### src/sv/csfb_pkg.sv
// Shared types and constants for the shift, flag and branch unit.
package csfb_pkg;

  // Command codes carried on the input word
  typedef enum logic [4:0] {
    CMD_ASL     = 5'd0,
    CMD_LSR     = 5'd1,
    CMD_ROL     = 5'd2,
    CMD_ROR     = 5'd3,
    CMD_CLC     = 5'd4,
    CMD_CLD     = 5'd5,
    CMD_CLI     = 5'd6,
    CMD_CLV     = 5'd7,
    CMD_SEC     = 5'd8,
    CMD_SED     = 5'd9,
    CMD_SEI     = 5'd10,
    CMD_BCC     = 5'd11,
    CMD_BCS     = 5'd12,
    CMD_BEQ     = 5'd13,
    CMD_BMI     = 5'd14,
    CMD_BNE     = 5'd15,
    CMD_BPL     = 5'd16,
    CMD_BVC     = 5'd17,
    CMD_BVS     = 5'd18,
    CMD_RESTORE = 5'd19,
    CMD_BRK     = 5'd20
  } cmd_t;

  // Status register bit positions
  localparam int unsigned FLAG_C = 0;
  localparam int unsigned FLAG_Z = 1;
  localparam int unsigned FLAG_I = 2;
  localparam int unsigned FLAG_D = 3;
  localparam int unsigned FLAG_B = 4;
  localparam int unsigned FLAG_U = 5;
  localparam int unsigned FLAG_V = 6;
  localparam int unsigned FLAG_N = 7;

  // Status after reset: only the unused bit set
  localparam logic [7:0] STATUS_RESET = 8'h20;
  // Break and unused bits forced into a pushed status byte
  localparam logic [7:0] PUSH_MASK    = 8'h30;

  // One result word plus the updated status
  typedef struct packed {
    logic [7:0]  result_value;
    logic [15:0] next_pc;
    logic        branch_taken;
    logic        page_crossed;
    logic [7:0]  status_out;
  } result_t;

endpackage

### src/sv/csfb_exec.sv
// Combinational execute logic: shifts, flag changes, branches, restore and break.
module csfb_exec import csfb_pkg::*; (
  input  logic [4:0]        command,
  input  logic [7:0]        operand_value,
  input  logic [15:0]       current_pc,
  input  logic signed [7:0] branch_offset,
  input  logic [7:0]        status,
  output result_t           result
);

  logic        cond;
  logic        is_branch;
  logic [7:0]  shifted;
  logic [15:0] target_pc;

  // Branch target: sign-extend the displacement, wrap at 64K
  assign target_pc = current_pc + {{8{branch_offset[7]}}, branch_offset};

  // Evaluate the branch condition for the branch commands
  always_comb begin
    cond      = 1'b0;
    is_branch = 1'b1;
    unique case (command)
      CMD_BCC: cond = !status[FLAG_C];
      CMD_BCS: cond = status[FLAG_C];
      CMD_BEQ: cond = status[FLAG_Z];
      CMD_BMI: cond = status[FLAG_N];
      CMD_BNE: cond = !status[FLAG_Z];
      CMD_BPL: cond = !status[FLAG_N];
      CMD_BVC: cond = !status[FLAG_V];
      CMD_BVS: cond = status[FLAG_V];
      default: is_branch = 1'b0;
    endcase
  end

  // Decode the command and build the result word
  always_comb begin
    shifted             = 8'h00;
    result.result_value = 8'h00;
    result.next_pc      = current_pc;
    result.branch_taken = 1'b0;
    result.page_crossed = 1'b0;
    result.status_out   = status;
    unique case (command)
      CMD_ASL, CMD_LSR, CMD_ROL, CMD_ROR: begin
        case (command)
          CMD_ASL: shifted = {operand_value[6:0], 1'b0};
          CMD_LSR: shifted = {1'b0, operand_value[7:1]};
          CMD_ROL: shifted = {operand_value[6:0], status[FLAG_C]};
          default: shifted = {status[FLAG_C], operand_value[7:1]};
        endcase
        result.result_value      = shifted;
        result.status_out[FLAG_C] = (command == CMD_ASL || command == CMD_ROL) ?
                                    operand_value[7] : operand_value[0];
        result.status_out[FLAG_Z] = (shifted == 8'h00);
        result.status_out[FLAG_N] = shifted[7];
      end
      CMD_CLC: result.status_out[FLAG_C] = 1'b0;
      CMD_CLD: result.status_out[FLAG_D] = 1'b0;
      CMD_CLI: result.status_out[FLAG_I] = 1'b0;
      CMD_CLV: result.status_out[FLAG_V] = 1'b0;
      CMD_SEC: result.status_out[FLAG_C] = 1'b1;
      CMD_SED: result.status_out[FLAG_D] = 1'b1;
      CMD_SEI: result.status_out[FLAG_I] = 1'b1;
      CMD_RESTORE: begin
        result.status_out         = operand_value;
        result.status_out[FLAG_U] = 1'b1;
      end
      CMD_BRK: begin
        result.result_value       = status | PUSH_MASK;
        result.status_out[FLAG_I] = 1'b1;
      end
      default: begin
        // Taken branches redirect the program counter; others fall through
        if (is_branch && cond) begin
          result.next_pc      = target_pc;
          result.branch_taken = 1'b1;
          result.page_crossed = (target_pc[15:8] != current_pc[15:8]);
        end
      end
    endcase
  end

endmodule

### src/sv/cpu_shift_flag_branch_unit.sv
// Top level of the shift, flag and branch unit with its status register.
//
// Takes one command word per cycle while in_stall is low and returns one
// result word per command. A word is accepted into an input register,
// executed by a short block of logic against the held status register, and
// written with the new status into the result register, which it enters
// once the result register is empty or being drained: one word per cycle
// sustained while out_stall is low. The status register is updated as each
// word moves into the result register, so every command sees the status left
// by the one before it. The status resets to 0x20 (only the unused bit set).
// Unknown command codes leave the status alone and return a zero result.
module cpu_shift_flag_branch_unit import csfb_pkg::*; (
  input  logic              clk,
  input  logic              rst_n,
  input  logic              in_valid,
  output logic              in_stall,
  input  logic [4:0]        in_command,
  input  logic [7:0]        in_operand_value,
  input  logic [15:0]       in_current_pc,
  input  logic signed [7:0] in_branch_offset,
  output logic              out_valid,
  input  logic              out_stall,
  output logic [7:0]        out_result_value,
  output logic [15:0]       out_next_pc,
  output logic              out_branch_taken,
  output logic              out_page_crossed,
  output logic [7:0]        out_status_out
);

  logic              s1_valid_r;
  logic [4:0]        s1_command_r;
  logic [7:0]        s1_operand_r;
  logic [15:0]       s1_pc_r;
  logic signed [7:0] s1_offset_r;
  logic [7:0]        status_r;
  logic              out_valid_r;
  result_t           out_r;
  result_t           result_nxt;
  logic              advance;

  // Move a word on when the result register is empty or being drained
  assign advance  = s1_valid_r && (!out_valid_r || !out_stall);
  assign in_stall = s1_valid_r && !advance;

  csfb_exec u_exec (
    .command       (s1_command_r),
    .operand_value (s1_operand_r),
    .current_pc    (s1_pc_r),
    .branch_offset (s1_offset_r),
    .status        (status_r),
    .result        (result_nxt)
  );

  // Input register: load when not stalled
  always_ff @(posedge clk) begin
    if (!rst_n) begin
      s1_valid_r <= 1'b0;
    end else if (!in_stall) begin
      s1_valid_r <= in_valid;
    end
  end

  always_ff @(posedge clk) begin
    if (!in_stall && in_valid) begin
      s1_command_r <= in_command;
      s1_operand_r <= in_operand_value;
      s1_pc_r      <= in_current_pc;
      s1_offset_r  <= in_branch_offset;
    end
  end

  // Status register and result valid: advance with each executed word
  always_ff @(posedge clk) begin
    if (!rst_n) begin
      status_r    <= STATUS_RESET;
      out_valid_r <= 1'b0;
    end else if (advance) begin
      status_r    <= result_nxt.status_out;
      out_valid_r <= 1'b1;
    end else if (!out_stall) begin
      out_valid_r <= 1'b0;
    end
  end

  // Result payload: hold while stalled
  always_ff @(posedge clk) begin
    if (advance) begin
      out_r <= result_nxt;
    end
  end

  assign out_valid        = out_valid_r;
  assign out_result_value = out_r.result_value;
  assign out_next_pc      = out_r.next_pc;
  assign out_branch_taken = out_r.branch_taken;
  assign out_page_crossed = out_r.page_crossed;
  assign out_status_out   = out_r.status_out;

endmodule
### config.mk
export PLATFORM = sky130hd
export DESIGN_NAME = cpu_shift_flag_branch_unit
export DESIGN_NICKNAME = d
export VERILOG_FILES = /design/src/sv/csfb_pkg.sv /design/src/sv/csfb_exec.sv /design/src/sv/cpu_shift_flag_branch_unit.sv
export SDC_FILE = /design/constraint.sdc
export NUM_CORES = 1
export LEC_CHECK = 0
export ABC_AREA = 1
export CAP_MARGIN = 20
export CORE_MARGIN = 2
export CORE_UTILIZATION = 62
export CTS_BUF_LIST = sky130_fd_sc_hd__clkbuf_2
export DETAILED_ROUTE_END_ITERATION = 16
export DONT_BUFFER_PORTS = 1
export HOLD_SLACK_MARGIN = 0.06
export PLACE_DENSITY = 0.85
export REMOVE_ABC_BUFFERS = 1
export SLEW_MARGIN = 5
export SYNTH_ARGS = -nofsm -noshare
export SYNTH_HDL_FRONTEND = slang
export SYNTH_SLANG_ARGS = --single-unit
### constraint.sdc
create_clock -name clk -period 5.61 [get_ports clk]
set_clock_uncertainty 0.05 [all_clocks]
set_input_delay 0.561 -clock clk [delete_from_list [all_inputs] [get_ports clk]]
set_output_delay 0.561 -clock clk [all_outputs]
set_load 0.03 [all_outputs]
## Word level (Yosys, flattened, before mapping)

Index checks and enable logic that the tools add are counted.

| storage, ports and cells | value |
|---|---|
| flip-flop bits (word level) | 81 |
| logic and storage cells | 74 |
| output and inout port bits | 36 |

| cells by class | value |
|---|---|
| mux-type cells | 17 |
| bitwise operators | 1 |
| equal/unequal tests | 22 |
| reductions and logical operators | 21 |
| add/subtract/negate cells | 1 |

Operators by type and width:

| cell | count |
|---|---|
| 5-bit by 4-bit equality test with 1-bit output (second input constant) | 8 |
| 18-bit 2-to-1 mux | 2 |
| 5-bit equality test (second input constant) | 5 |
| 8-bit one-hot mux with 3 select lines | 1 |
| 5-bit by 3-bit equality test with 1-bit output (second input constant) | 4 |
| 16-bit adder | 1 |
| 8-bit one-hot mux with 2 select lines | 1 |
| 14-bit OR reduction | 1 |
| 13-bit OR reduction | 1 |
| 5-bit by 2-bit equality test with 1-bit output (second input constant) | 2 |
| 1-bit logical NOT | 8 |
| 8-bit logical NOT | 1 |
| 8-bit 2-to-1 mux | 1 |
| 8-bit inequality test | 1 |
| 1-bit one-hot mux with 8 select lines | 1 |
| 8-bit OR reduction | 1 |
| 1-bit one-hot mux with 2 select lines | 3 |
| 1-bit one-hot mux with 3 select lines | 2 |
| 5-bit by 1-bit equality test with 1-bit output (second input constant) | 1 |
| 5-bit logical NOT | 1 |
| 1-bit logical AND | 4 |
| 1-bit 2-to-1 mux | 4 |
| 1-bit one-hot mux with 4 select lines | 1 |
| 4-bit OR reduction | 1 |
| 5 further kinds | 6 |

## Longest topological paths before layout

| logic depth | value |
|---|---|
| word-level depth | 7 |
| gate-level depth with buffers | 14 |
| depth with buffers taken out | 14 |

## Modules after synthesis

From an unflattened synthesis, not the netlist that was laid out.

| second synthesis, totals | value |
|---|---|
| cells, all modules | 507 |
| area total of the unflattened synthesis | 4393.0 sq um |

Modules (own cells, without submodules):

| module | times used | cells an instance | sequential area each (sq um) | area each (sq um) |
|---|---|---|---|---|
| cpu_shift_flag_branch_unit | 1 | 134 | 2332.2 | 2592.5 |
| csfb_exec | 1 | 373 | 0.0 | 1800.5 |

## Least setup slack after synthesis

OpenSTA, ideal clock, no wires.

| timing path | value |
|---|---|
| kind | input-to-reg |
| from | input out_stall |
| to | register status_r[0] |
| required time | 5.445 ns |
| arrival | 2.913 ns |
| setup time | 0.115 ns |
| stages on the path | 7 |
| path buffers | 1 |
| path slack | 2.532 ns |
| cell sequence | nand2_1 -> inv_1 -> nor2_1 -> inv_1 -> buf_2 -> o21ai_0 -> inv_1 |

| between the ends | value |
|---|---|
| cells in the longest elaborated chain, start to end | 3 |

Ends and longest elaborated chain:

| item | line | RTL |
|---|---|---|
| from (decl) | cpu_shift_flag_branch_unit.sv:22 | `input logic out_stall,` |
| 1-bit logical NOT | - |  |
| 1-bit logical OR | cpu_shift_flag_branch_unit.sv:42 | `assign advance = s1_valid_r && (!out_valid_r \|\| !out_stall);` |
| 1-bit logical AND | cpu_shift_flag_branch_unit.sv:42 |  |
| named net advance | cpu_shift_flag_branch_unit.sv:39 | `logic advance;` |
| to (signal assigned) | cpu_shift_flag_branch_unit.sv:78 | `status_r <= result_nxt.status_out;` |
| to (decl) | cpu_shift_flag_branch_unit.sv:35 | `logic [7:0] status_r;` |

The timed path passes the listed nets, and every way through them passes these cells.
A chain may end at the register's enable or synchronous reset.

## Worst setup path in the final report

| timing path | value |
|---|---|
| from | register s1_pc_r[0] |
| to | register out_r, in the netlist out_page_crossed, data pin |

| between the ends | value |
|---|---|
| cells in the longest elaborated chain, start to end | 2 |

Ends and longest elaborated chain:

| item | line | RTL |
|---|---|---|
| from (decl) | cpu_shift_flag_branch_unit.sv:33 | `logic [15:0] s1_pc_r;` |
| from (signal assigned) | cpu_shift_flag_branch_unit.sv:67 | `s1_pc_r <= in_current_pc;` |
| 16-bit adder | csfb_exec.sv:17 | `assign target_pc = current_pc + {{8{branch_offset[7]}}, branch_offset};` |
| 8-bit inequality test | csfb_exec.sv:78 | `result.page_crossed = (target_pc[15:8] != current_pc[15:8]);` |
| to (signal assigned) | cpu_shift_flag_branch_unit.sv:88 | `out_r <= result_nxt;` |
| to (decl) | cpu_shift_flag_branch_unit.sv:37 | `result_t out_r;` |

No other way between the ends.

==> impl_results.md <==
* Status: complete, no violations
* Sw frac at 0.3126
* Hold Fails Final Rpt at 0
* Final setup viols at 0
* Worst-Margin Slew at 1.005 ns
* Hold Crit Class: in -> reg
* CP Max Fanout at 4
* Share of layout cells above drive strength 1 at 0.08550
* Synth-to-layout area growth at 13.28%
* Switching power at 0.4291 mW
* WHS Path Cells at 2
* Clock root cell: clkbuf_2
* Tot GR Track Use at 0.2705
* Post-synthesis cell count at ~500
* Die outline height at roughly 89 um
* Port buffer count at 0
* Ys Warns at 0
* Post-route DRC at 0
* Vias in the first global route at around 3,500
* Synth cell count leaders: nand2_1, inv_1, edfxtp_1
* Post-DR wirelength/cell at between 15 and 20 um
* Hold worst-path end: s1_valid_r$_SDFFE_PN0N_
* R2r setup slk at 3.01 ns
* Top FF cell, synth: edfxtp_1
* Sequential share of power at 0.549
* Placed Area at 4499 um2
* Max frequency at ~390 MHz
* Ys async rst share at 0
* Final Instance Area at approximately 5000 um2
* Number of synthesized register bits at just over 80
* Nets at 590
* Final Util at 0.7304
* Gp weighted congestion at just under 1
* Design Power at 1.373 mW
* Crit path time final at between 2 and 3 ns
* Hold_sp: in_valid
* Final WS setup at between 3 and 4 ns
* Number of synthesized flops with an enable pin at a little over 70
* Crit path required time at just under 6 ns
* Power density cells at 273.6 nW/um2
* Reg-to-reg endpoint: out_page_crossed$_SDFFCE_PP0P_
* Register area at about 2300 um2
* Hold Buf Count CTS at 37
* Multi-input gate area at about 1700 um2
* Critical register-to-register path startpoint: s1_pc_r[0]$_DFFE_PP_
* # diodes at 0
* Clock Sinks at 81
* Final cell count without fillers at between 600 and 700
* Leading area contributor after synthesis: edfxtp_1
* Clock Power Share at 0.269
* Synthesized area at roughly 4400 um2
* Leakage power at between 2 and 2.5 nW
* Most common cell in the netlist: nand2_1
* Cell Count Post-Placement at 581
* DR pass1 iterations at 7
* Seq/Total Area, Yosys at 0.5266
* Pin count of the biggest net entering global routing at 38
* Data arrival, critical path at about 2.9 ns
* Die Width at between 80 and 90 um
* Starting DRT DRC Count at 209
* Fill cell count at 512
* H-Tree Depth at 3
* Max-cap violations at 0
* Crit start category: register
* Gate power share at 0.182
* CTS Buf Count at 9
* Max-slew violations at 0
* Row count at 30
* Starting Density at 0.6448
* Worst Setup End Kind: register
* PostCTS Resize Cnt at 0
* Synth cell types at between 40 and 50
* Die ar. at between 7000 and 8000 um2
* Final period util at 0.4629
* Remaining Overflow, GRT at 0
* Max-Slew Margin vs Limit at 0.3287
* Min Hold Slack at 0.09197 ns
* Final ANT Viol Nets at 0
* RSZ-0062 raised after global routing: no
* TNS Setup at 0 ns
* Peak VDD IR at around 0.16 mV
* Io pins at slightly below 80
* Core area at about 6900 um2
* Cells on worst reg2reg path at 12
* Clock buffer depth at 2
* Clk Latency, worst-skew pair at 0.58 ns
* Placement Setup Slack at 3.021 ns
* Critical path class: reg -> reg
* Routed WL at ~10 mm
* Initial antenna violation count at 0
* Synth Area per Inst at 9.021 um2
* Internal at around 0.94 mW
* Vias post-DR at between 3,000 and 4,000
* Post-detail-place hpwl at 6.984 mm
* Yosys top cell area share at 0.4814
* First-pass GRT wire length at about 16 mm
* Top cells by area, synth: edfxtp_1, nand2_1, inv_1, nand3_1, dfxtp_1
* Worst-path clk slew at approximately 0.23 ns
* Vias/cell at roughly 5.6
* Postcts setup bufs at 0
* CTS tree: yes
[state kept, by name (all words and copies together) (netlist names)]
| name | flops |
|---|---|
| out_status_out | 8 |
| s1_pc_r | 16 |
| out_valid | 1 |
| s1_command_r | 5 |
| out_result_value | 8 |
| s1_operand_r | 8 |
| out_page_crossed | 1 |
| out_next_pc | 16 |
| out_branch_taken | 1 |
| s1_valid_r | 1 |
| s1_offset_r | 8 |
| status_r | 8 |
[critical path, stage by stage, from the launching register on]
cell and delay [ns]:
edfxtp_1 0.46, ha_1 0.26, fa_1 0.47, nand3_1 0.12, nand3_1 0.17, nand2_1 0.13
nand3b_1 0.11, nand2_1 0.12, nand2_1 0.06, nand2_1 0.06, nand3_1 0.12, nor2_1 0.16
a21oi_2 0.07
[how the worst max path moves through the flow]
stage | start | endpoint | slack (ns) | cells after the start
after floorplan | out_stall | status_r[4]$_SDFFE_PN0P_ | 2.32 | 7
after global placement | s1_pc_r[0]$_DFFE_PP_ | out_page_crossed$_SDFFCE_PP0P_ | 3.15 | 12
after detailed placement | out_stall | status_r[4]$_SDFFE_PN0P_ | 3.02 | 7
after CTS | s1_pc_r[0]$_DFFE_PP_ | out_page_crossed$_SDFFCE_PP0P_ | 3.07 | 12
after global routing | s1_pc_r[0]$_DFFE_PP_ | out_page_crossed$_SDFFCE_PP0P_ | 2.85 | 12
final | s1_pc_r[0]$_DFFE_PP_ | out_page_crossed$_SDFFCE_PP0P_ | 3.01 | 12
[per-layer routing]
layer,part of all wire,GRT usage,vias up
li1,-,-,1730
met1,0.39,0.2988,1642
met2,0.51,0.4860,154
met3,0.057,0.06157,41
met4,0.040,0.1377,0
met5,0,0,-
[cell type report]
type	count	share of cell area
inverter	83	0.06209
sequential	81	0.4648
multi-input combinational	320	0.3444
timing repair buffer	38	0.07531
clock buffer	9	0.008978
tap	96	0.02394
clock inverter	7	0.02045
[power groups by stage]
stage	Sequential, mW	Clock (mW)	Combinational [mW]
CTS	0.753	0.371	0.246
floorplan	0.759	0	0.176
detailed placement	0.766	0	0.223
finish	0.753	0.369	0.250
global route	0.757	0.393	0.280
global placement	0.766	0	0.215
[kinds of logic after synthesis]
kind of cell               count (synthesis)  synth area share
AOI/OAI and AO/OA                         70            0.1040
xor gates and xnor gates                   8           0.01582
adders and majority gates                 16           0.04689
DFF                                       81            0.5266
buffers and inverters                     90           0.08502
and+or+nand+nor                          226            0.2218
[placed cells by master, fill, tap and decap left out, types with 2 or more instances in the layout]
master,n
o21ai_0,15
inv_2,3
o21ai_1,7
nand2_1,133
a31oi_1,3
ha_1,15
dlygate4sd3_1,37
inv_6,2
nand2_4,2
a21oi_1,18
o22ai_1,4
bufinv_16,2
clkbuf_2,9
o21ai_2,11
inv_1,79
o221ai_1,2
nand3b_1,2
nand3_1,45
xnor2_1,7
nor2_4,3
dfxtp_1,10
nor2_2,4
nand4_1,6
nor2_1,26
edfxtp_1,71
clkinv_4,2
Note: power is estimated with default switching activity, not from simulation.
